File: src/rtl/cdds_pkg.sv
// shared types, constants and month-length function for the date stepper
package cdds_pkg;

    localparam int DAY_W         = 5;
    localparam int MONTH_W       = 4;
    localparam int YEAR_W        = 14;
    localparam int COUNT_IN_W    = 16;

    localparam int YEAR_MAX_DEF    = 9999;
    localparam int COUNT_WIDTH_DEF = 16;

    // stream packing
    localparam int DAY_LSB    = 0;
    localparam int MONTH_LSB  = DAY_LSB + DAY_W;
    localparam int YEAR_LSB   = MONTH_LSB + MONTH_W;
    localparam int COUNT_LSB  = YEAR_LSB + YEAR_W;
    localparam int S_FIELD_W  = COUNT_LSB + COUNT_IN_W;
    localparam int S_TDATA_W  = ((S_FIELD_W + 7) / 8) * 8;
    localparam int M_FIELD_W  = YEAR_LSB + YEAR_W;
    localparam int M_TDATA_W  = ((M_FIELD_W + 7) / 8) * 8;
    localparam int S_TUSER_W  = 2;
    localparam int M_TUSER_W  = 4;

    localparam logic [MONTH_W-1:0] MONTH_JAN = MONTH_W'(1);
    localparam logic [MONTH_W-1:0] MONTH_FEB = MONTH_W'(2);
    localparam logic [MONTH_W-1:0] MONTH_APR = MONTH_W'(4);
    localparam logic [MONTH_W-1:0] MONTH_JUN = MONTH_W'(6);
    localparam logic [MONTH_W-1:0] MONTH_SEP = MONTH_W'(9);
    localparam logic [MONTH_W-1:0] MONTH_NOV = MONTH_W'(11);
    localparam logic [MONTH_W-1:0] MONTH_DEC = MONTH_W'(12);

    localparam logic [DAY_W-1:0] LEN_LONG  = DAY_W'(31);
    localparam logic [DAY_W-1:0] LEN_SHORT = DAY_W'(30);
    localparam logic [DAY_W-1:0] LEN_LEAP  = DAY_W'(29);
    localparam logic [DAY_W-1:0] LEN_FEB   = DAY_W'(28);

    typedef enum logic [1:0] {
        OP_LOAD = 2'd0,
        OP_ADD  = 2'd1,
        OP_SUB  = 2'd2,
        OP_CMP  = 2'd3
    } op_t;

    typedef enum logic [1:0] {
        STAT_OK        = 2'd0,
        STAT_INVALID   = 2'd1,
        STAT_UNDERFLOW = 2'd2,
        STAT_OVERFLOW  = 2'd3
    } status_t;

    typedef enum logic [1:0] {
        REL_EQUAL   = 2'd0,
        REL_LESS    = 2'd1,
        REL_GREATER = 2'd2
    } rel_t;

    typedef struct packed {
        logic [YEAR_W-1:0]  year;
        logic [MONTH_W-1:0] month;
        logic [DAY_W-1:0]   day;
    } date_t;

    // leap year: year divisible by 4
    function automatic logic [DAY_W-1:0] month_len(input logic [MONTH_W-1:0] month,
                                                  input logic [YEAR_W-1:0] year);
        logic [DAY_W-1:0] len;
        case (month)
            MONTH_FEB: len = (year[1:0] == 2'b00) ? LEN_LEAP : LEN_FEB;
            MONTH_APR,
            MONTH_JUN,
            MONTH_SEP,
            MONTH_NOV: len = LEN_SHORT;
            default:   len = LEN_LONG;
        endcase
        return len;
    endfunction

endpackage

File: src/rtl/cdds_date_walker.sv
// iterative add/subtract of a day count, one month per cycle
module cdds_date_walker #(
    parameter int YEAR_MAX = cdds_pkg::YEAR_MAX_DEF,
    parameter int COUNT_W  = cdds_pkg::COUNT_WIDTH_DEF
) (
    input  logic                 clk,
    input  logic                 rst_n,
    input  logic                 start,
    input  logic                 sub_mode,
    input  logic [COUNT_W-1:0]   count,
    input  cdds_pkg::date_t      date_in,
    output logic                 done,
    output cdds_pkg::date_t      date_out,
    output cdds_pkg::status_t    status
);
    import cdds_pkg::*;

    localparam int CNT_W = (COUNT_W > DAY_W) ? COUNT_W : DAY_W;
    localparam logic [YEAR_W-1:0] YEAR_TOP = YEAR_W'(YEAR_MAX);

    logic                busy_reg, busy_next;
    logic                done_reg, done_next;
    logic                sub_reg, sub_next;
    logic [CNT_W-1:0]    n_reg, n_next;
    date_t               date_reg, date_next;
    status_t             status_reg, status_next;

    logic [DAY_W-1:0]    len;
    logic [DAY_W-1:0]    rem;
    logic [CNT_W-1:0]    rem_ext;
    logic [CNT_W-1:0]    day_ext;
    logic [MONTH_W-1:0]  month_dec;

    always_comb
    begin
        len       = month_len(date_reg.month, date_reg.year);
        rem       = len - date_reg.day;
        rem_ext   = CNT_W'(rem);
        day_ext   = CNT_W'(date_reg.day);
        month_dec = date_reg.month - MONTH_W'(1);

        busy_next   = busy_reg;
        done_next   = 1'b0;
        sub_next    = sub_reg;
        n_next      = n_reg;
        date_next   = date_reg;
        status_next = status_reg;

        if (start)
        begin
            busy_next = 1'b1;
            sub_next  = sub_mode;
            n_next    = CNT_W'(count);
            date_next = date_in;
        end
        else if (busy_reg)
        begin
            if (!sub_reg)
            begin
                if (n_reg <= rem_ext)
                begin
                    date_next.day = date_reg.day + n_reg[DAY_W-1:0];
                    busy_next     = 1'b0;
                    done_next     = 1'b1;
                    status_next   = STAT_OK;
                end
                else
                begin
                    n_next        = n_reg - rem_ext - CNT_W'(1);
                    date_next.day = DAY_W'(1);
                    if (date_reg.month == MONTH_DEC)
                    begin
                        if (date_reg.year >= YEAR_TOP)
                        begin
                            busy_next   = 1'b0;
                            done_next   = 1'b1;
                            status_next = STAT_OVERFLOW;
                        end
                        else
                        begin
                            date_next.month = MONTH_JAN;
                            date_next.year  = date_reg.year + YEAR_W'(1);
                        end
                    end
                    else
                    begin
                        date_next.month = date_reg.month + MONTH_W'(1);
                    end
                end
            end
            else
            begin
                if (n_reg < day_ext)
                begin
                    date_next.day = date_reg.day - n_reg[DAY_W-1:0];
                    busy_next     = 1'b0;
                    done_next     = 1'b1;
                    status_next   = STAT_OK;
                end
                else
                begin
                    n_next = n_reg - day_ext;
                    if (date_reg.month == MONTH_JAN)
                    begin
                        if (date_reg.year == '0)
                        begin
                            busy_next   = 1'b0;
                            done_next   = 1'b1;
                            status_next = STAT_UNDERFLOW;
                        end
                        else
                        begin
                            // december always has the long length
                            date_next.year  = date_reg.year - YEAR_W'(1);
                            date_next.month = MONTH_DEC;
                            date_next.day   = LEN_LONG;
                        end
                    end
                    else
                    begin
                        date_next.month = month_dec;
                        date_next.day   = month_len(month_dec, date_reg.year);
                    end
                end
            end
        end
    end

    always_ff @(posedge clk or negedge rst_n)
    begin
        if (!rst_n)
        begin
            busy_reg <= 1'b0;
            done_reg <= 1'b0;
        end
        else
        begin
            busy_reg <= busy_next;
            done_reg <= done_next;
        end
    end

    always_ff @(posedge clk)
    begin
        sub_reg    <= sub_next;
        n_reg      <= n_next;
        date_reg   <= date_next;
        status_reg <= status_next;
    end

    assign done     = done_reg;
    assign date_out = date_reg;
    assign status   = status_reg;

endmodule

File: src/rtl/calendar_date_day_stepper.sv
// calendar date holder with load, add days, subtract days and compare
//
//  channel  dir  signals                      contents
//  s_*      in   tvalid tready tdata tuser    one operation item
//  m_*      out  tvalid tready tdata tuser    held date, status and relation
//
// load and compare: result registered in the cycle after the item is taken
// add and subtract: the walker moves one month per cycle until the count is used up
//   or the year range is left, and the result is registered when it stops
// one item at a time; s_tready is low while the walker runs
// s_tready is also low while a finished result waits and m_tready is low
// reset sets the held date to 1 january of year 0
module calendar_date_day_stepper #(
    parameter int YEAR_MAX    = cdds_pkg::YEAR_MAX_DEF,
    parameter int COUNT_WIDTH = cdds_pkg::COUNT_WIDTH_DEF
) (
    input  logic                            clk,
    input  logic                            rst_n,
    input  logic                            s_tvalid,
    output logic                            s_tready,
    input  logic [cdds_pkg::S_TDATA_W-1:0]  s_tdata,   // day_in, month_in, year_in, day_count
    input  logic [cdds_pkg::S_TUSER_W-1:0]  s_tuser,   // operation
    output logic                            m_tvalid,
    input  logic                            m_tready,
    output logic [cdds_pkg::M_TDATA_W-1:0]  m_tdata,   // day_out, month_out, year_out
    output logic [cdds_pkg::M_TUSER_W-1:0]  m_tuser    // status, relation
);
    import cdds_pkg::*;

    localparam int NW = (COUNT_WIDTH < COUNT_IN_W) ? COUNT_WIDTH : COUNT_IN_W;
    localparam logic [YEAR_W-1:0] YEAR_TOP = YEAR_W'(YEAR_MAX);

    typedef enum logic {
        ST_IDLE,
        ST_WALK
    } state_t;

    state_t              state_reg, state_next;
    date_t               held_reg, held_next;
    logic                out_valid_reg, out_valid_next;
    date_t               out_date_reg, out_date_next;
    status_t             out_status_reg, out_status_next;
    rel_t                out_rel_reg, out_rel_next;

    logic                s_accept;
    op_t                 in_op;
    date_t               in_date;
    logic [NW-1:0]       in_count;
    logic                load_ok;
    rel_t                cmp_rel;

    logic                walk_start;
    logic                walk_done;
    date_t               walk_date;
    status_t             walk_status;

    assign s_tready = (state_reg == ST_IDLE) && (!out_valid_reg || m_tready);
    assign s_accept = s_tvalid && s_tready;

    assign in_op         = op_t'(s_tuser);
    assign in_date.day   = s_tdata[DAY_LSB +: DAY_W];
    assign in_date.month = s_tdata[MONTH_LSB +: MONTH_W];
    assign in_date.year  = s_tdata[YEAR_LSB +: YEAR_W];
    assign in_count      = s_tdata[COUNT_LSB +: NW];

    always_comb
    begin
        load_ok = (in_date.month >= MONTH_JAN) && (in_date.month <= MONTH_DEC)
               && (in_date.year <= YEAR_TOP) && (in_date.day != '0)
               && (in_date.day <= month_len(in_date.month, in_date.year));

        if (held_reg.year != in_date.year)
            cmp_rel = (held_reg.year < in_date.year) ? REL_LESS : REL_GREATER;
        else if (held_reg.month != in_date.month)
            cmp_rel = (held_reg.month < in_date.month) ? REL_LESS : REL_GREATER;
        else if (held_reg.day != in_date.day)
            cmp_rel = (held_reg.day < in_date.day) ? REL_LESS : REL_GREATER;
        else
            cmp_rel = REL_EQUAL;
    end

    cdds_date_walker #(
        .YEAR_MAX (YEAR_MAX),
        .COUNT_W  (NW)
    ) u_walker (
        .clk      (clk),
        .rst_n    (rst_n),
        .start    (walk_start),
        .sub_mode (in_op == OP_SUB),
        .count    (in_count),
        .date_in  (held_reg),
        .done     (walk_done),
        .date_out (walk_date),
        .status   (walk_status)
    );

    always_comb
    begin
        state_next      = state_reg;
        held_next       = held_reg;
        out_valid_next  = out_valid_reg;
        out_date_next   = out_date_reg;
        out_status_next = out_status_reg;
        out_rel_next    = out_rel_reg;
        walk_start      = 1'b0;

        if (out_valid_reg && m_tready)
            out_valid_next = 1'b0;

        case (state_reg)
            ST_IDLE:
            begin
                if (s_accept)
                begin
                    case (in_op)
                        OP_LOAD:
                        begin
                            if (load_ok)
                                held_next = in_date;
                            out_valid_next  = 1'b1;
                            out_date_next   = held_next;
                            out_status_next = load_ok ? STAT_OK : STAT_INVALID;
                            out_rel_next    = REL_EQUAL;
                        end
                        OP_CMP:
                        begin
                            out_valid_next  = 1'b1;
                            out_date_next   = held_reg;
                            out_status_next = STAT_OK;
                            out_rel_next    = cmp_rel;
                        end
                        default:
                        begin
                            walk_start = 1'b1;
                            state_next = ST_WALK;
                        end
                    endcase
                end
            end
            ST_WALK:
            begin
                if (walk_done)
                begin
                    // a failed step leaves the held date as it was
                    if (walk_status == STAT_OK)
                        held_next = walk_date;
                    out_valid_next  = 1'b1;
                    out_date_next   = held_next;
                    out_status_next = walk_status;
                    out_rel_next    = REL_EQUAL;
                    state_next      = ST_IDLE;
                end
            end
            default:
            begin
                state_next = ST_IDLE;
            end
        endcase
    end

    always_ff @(posedge clk or negedge rst_n)
    begin
        if (!rst_n)
        begin
            state_reg     <= ST_IDLE;
            held_reg      <= '{year: '0, month: MONTH_JAN, day: DAY_W'(1)};
            out_valid_reg <= 1'b0;
        end
        else
        begin
            state_reg     <= state_next;
            held_reg      <= held_next;
            out_valid_reg <= out_valid_next;
        end
    end

    always_ff @(posedge clk)
    begin
        out_date_reg   <= out_date_next;
        out_status_reg <= out_status_next;
        out_rel_reg    <= out_rel_next;
    end

    assign m_tvalid = out_valid_reg;
    assign m_tdata  = M_TDATA_W'({out_date_reg.year, out_date_reg.month, out_date_reg.day});
    assign m_tuser  = {out_rel_reg, out_status_reg};

    // a step item blocks the input until its result is made
    assert property (@(posedge clk) disable iff (!rst_n)
        (s_accept && (in_op == OP_ADD || in_op == OP_SUB)) |=> !s_tready)
        else $error("input taken while a day step is pending");

    // the held month stays a real month
    assert property (@(posedge clk) disable iff (!rst_n)
        (held_reg.month >= MONTH_JAN) && (held_reg.month <= MONTH_DEC))
        else $error("held month out of range");

    // a failed step keeps the held date
    assert property (@(posedge clk) disable iff (!rst_n)
        (walk_done && walk_status != STAT_OK) |=> (held_reg == $past(held_reg)))
        else $error("held date changed by a failed step");

    // walker finishes only while the sequencer waits for it
    assert property (@(posedge clk) disable iff (!rst_n)
        walk_done |-> (state_reg == ST_WALK))
        else $error("walker done outside a step");

endmodule
File: config.mk
export PLATFORM = sky130hd
export DESIGN_NAME = calendar_date_day_stepper
export DESIGN_NICKNAME = d
export VERILOG_FILES = /design/src/rtl/cdds_pkg.sv /design/src/rtl/cdds_date_walker.sv /design/src/rtl/calendar_date_day_stepper.sv
export SDC_FILE = /design/constraint.sdc
export NUM_CORES = 1
export LEC_CHECK = 0
export BUFFER_PORTS_ARGS = -buffer_cell sky130_fd_sc_hd__buf_4
export CAP_MARGIN = 20
export CORE_UTILIZATION = 55
export CTS_BUF_LIST = sky130_fd_sc_hd__clkbuf_8
export DETAILED_ROUTE_END_ITERATION = 8
export GPL_TIMING_DRIVEN = 1
export PLACE_DENSITY = 0.72
export SETUP_SLACK_MARGIN = 0.3
export SYNTH_ARGS = -nofsm -noshare
export SYNTH_HDL_FRONTEND = slang
export SYNTH_HIERARCHICAL = 1
export SYNTH_SLANG_ARGS = --single-unit
File: constraint.sdc
create_clock -name clk -period 5.3 [get_ports clk]
set_input_delay 0.53 -clock clk [delete_from_list [all_inputs] [get_ports clk]]
set_output_delay 0.53 -clock clk [all_outputs]
set_load 0.02 [all_outputs]
==> flow_summary.ini <==
[synthesis]
yosys.cell_types.count = 78
ys.flop_type = edfxtp_1
syn_area_um2 = 7970
synth-seq-cells = 96
synthCells = 887
synth_area_per_cell_um2 = 8.99
async_reset_ff_frac = 0.281
ys_seq_area_frac = 0.345
yosysWarnings = 6
syn_nets = 1006
synth-edff-count = 69

[die]
die_h_um = 122
start_util = 0.570
die_w_um = 122
rows = 43
fp.coreArea_um2 = 14000
die_area_um2 = 15000
pin_count = 76

[placed_design]
dp_slack_ns = 0.827
port_buffers = 73
dp_hpwl_mm = 15.0
finalWeightedCongestion = 0.894

[clocking]
post_cts_buffers = 0
clk_pin_slew_worst_paths_ns = 0.10
cts_tree = done
cts_hold_buf = 0
cts_buffers = 9
clk_latency_ns = 0.38
h-tree-depth = 3
root_buffer = clkbuf_8
cts_resized = 0
clkSinkCount = 96
cts_buffer_depth = 2

[drt]
wl_mm = 20.9
drc_errors = 0
drtPass1Iterations = 5
ant_nets = 0
viasPerCell = 6.38
wire_per_inst_um = 18.7
vias = 7115
drt_iter0_markers = 623

[timing]
final.setup_skew_ns = 0.0134
slew_headroom = 0.257
final.setup.tns_ns = 0
setup_violations = 0
fin_crit_ns = 4.53
max_freq_mhz = 221
maxSlewViolCount = 0
worstMarginPinSlew_ns = 1.12
rsz0062_at_grt = false
timing.final.ws_setup_ns = 0.773
hold_violations = 0
finalCritPeriodShare = 0.854

[critical_path]
path_max_fanout = 11
worstSetupEndpointType = flop
crit_arrival_ns = 4.62
path_class = flop to flop
critPathLaunchType = flop
required_ns = 5.39

[pwr]
p_per_area_nw_per_um2 = 590
p_total_w = 0.00523
clkPwrFrac = 0.097
switching_share = 0.465
power_switching_w = 0.00243
p_comb_frac = 0.583
vdd_drop_max_v = 0.000431
p_int_w = 0.00279
p_leak_nw = 3.46
power_frac_seq = 0.320

[global_route]
antenna_found_initial = 0
grt-ovfl-total = 0
grt_pass1_vias = 6592
grt_use_total = 0.286
grt_pass1_wl_mm = 33.2
grt_max_degree = 70

[layout]
layout.nets = 1050
final_common_cell = buf_4
diodes = 0
drive_above_1_share = 0.143
fill_cells = 1214
area_growth_pct = 11.0
mostFrequentLayoutCells = buf_4, nand2_1, o21ai_0, edfxtp_1, ha_1

[run]
cap_violations = 0

[status]
outcome = finished, final reports clean

[min_path]
min-delay-path-class = input pin to async pin
cell usage after synthesis (3+ instances only):
| cell | n | area (um2) |
|---|---|---|
| o21ai_1 | 23 | 115 |
| nand3_1 | 32 | 160 |
| fa_1 | 6 | 120 |
| clkbuf_1 | 41 | 154 |
| o211ai_1 | 13 | 97.6 |
| and2_1 | 4 | 25.0 |
| or4_1 | 5 | 37.5 |
| a21boi_0 | 3 | 22.5 |
| nor2b_1 | 10 | 62.6 |
| and4_1 | 3 | 26.3 |
| a21oi_1 | 53 | 265 |
| nand2_1 | 76 | 285 |
| a221oi_1 | 3 | 26.3 |
| xor2_1 | 8 | 70.1 |
| a211oi_1 | 12 | 90.1 |
| o21ai_0 | 69 | 345 |
| ha_1 | 67 | 838 |
| a21o_1 | 4 | 30.0 |
| o21a_1 | 28 | 210 |
| and3_1 | 4 | 25.0 |
| a32oi_1 | 3 | 26.3 |
| xnor2_1 | 23 | 201 |
| inv_1 | 60 | 225 |
| mux2_2 | 6 | 67.6 |
| a31oi_1 | 9 | 56.3 |
| o31ai_1 | 8 | 60.1 |
| nor4_1 | 6 | 37.5 |
| or3_2 | 3 | 22.5 |
| nor3_1 | 8 | 40.0 |
| mux2i_1 | 25 | 250 |
| nor3b_1 | 21 | 158 |
| nor4_4 | 3 | 63.8 |
| or3_1 | 4 | 25.0 |
| o221ai_1 | 22 | 193 |
| buf_2 | 5 | 25.0 |
| nand4_1 | 10 | 62.6 |
| or2_2 | 3 | 18.8 |
| o21bai_1 | 6 | 45.0 |
| nor2_1 | 52 | 195 |
| nand2b_1 | 5 | 31.3 |
| edfxtp_1 | 69 | 2070 |
| dfrtp_1 | 25 | 626 |
| o31a_1 | 4 | 35.0 |
kinds of logic after synthesis:
group	Yosys count	synth area share
AOI/OAI and AO/OA	286	0.235
and+or+nand+nor	257	0.170
buffers and inverters	112	0.0563
DFF	96	0.345
adders and majority gates	73	0.120
xor gates and xnor gates	31	0.0340
muxes	31	0.0399
other	1	0.000470
stage by stage:
stage	utilization	cells	cell area, um2	hold slack [ns]
floorplan	-	887	7970	0.234
global placement	0.616	1099	8620	0.493
detailed placement	0.618	1100	8650	0.492
CTS	0.633	1116	8850	0.0704
global route	0.633	1116	8850	0.0868
finish	0.633	1116	8850	0.0723
final cells by class:
class                   instances  area [um2]  share of cell area
inverters                      60         225              0.0254
multi-input cells             679        4790               0.541
repair buffers                 85         658              0.0744
clock inverters                 3        22.5             0.00254
clock buffers                  13         179              0.0202
flip-flops and latches         96        2750               0.311
well taps                     180         225              0.0254
worst max-delay path, cell delays in order (launching register included):
cell	delay, ns
edfxtp_1	0.62
inv_1	0.18
ha_1	0.31
a21oi_1	0.18
o31ai_1	0.09
ha_1	0.24
fa_1	0.40
nand3_1	0.12
xnor2_1	0.08
ha_1	0.38
and4b_1	0.24
o21ai_0	0.10
a32o_1	0.24
a31oi_1	0.29
a21o_2	0.20
o21a_1	0.33
buf_4	0.24
power groups by stage:
stage	combinational (W)	clock [W]	sequential, W
floorplan	0.00222	0	0.00159
global placement	0.00285	0	0.00166
detailed placement	0.00299	0	0.00168
CTS	0.00301	0.000516	0.00166
global route	0.00338	0.000540	0.00172
finish	0.00305	0.000507	0.00167
per-layer routing:
metal	wire (um)	global-route usage
met1	9360	0.390
met2	9850	0.471
met3	1320	0.0297
met4	366	0.0983
met5	0	0
final timing paths:
check / startpoint / endpoint / slack [ns] / cells after the start
min in group clk: s_tdata[34] / u_walker/n_reg[11] / 0.43 / 3
min: rst_n / held_reg[15] / 0.07 / 1
max in group asynchronous: rst_n / held_reg[0] / 4.88 / 1
max reg2reg: u_walker/date_out[5] / u_walker/date_out[9] / 0.77 / 16
min reg2reg: held_reg[0] / held_reg[0] / 0.56 / 2
max: u_walker/date_out[5] / u_walker/date_out[9] / 0.77 / 16
(Power assumes the default switching activity.)
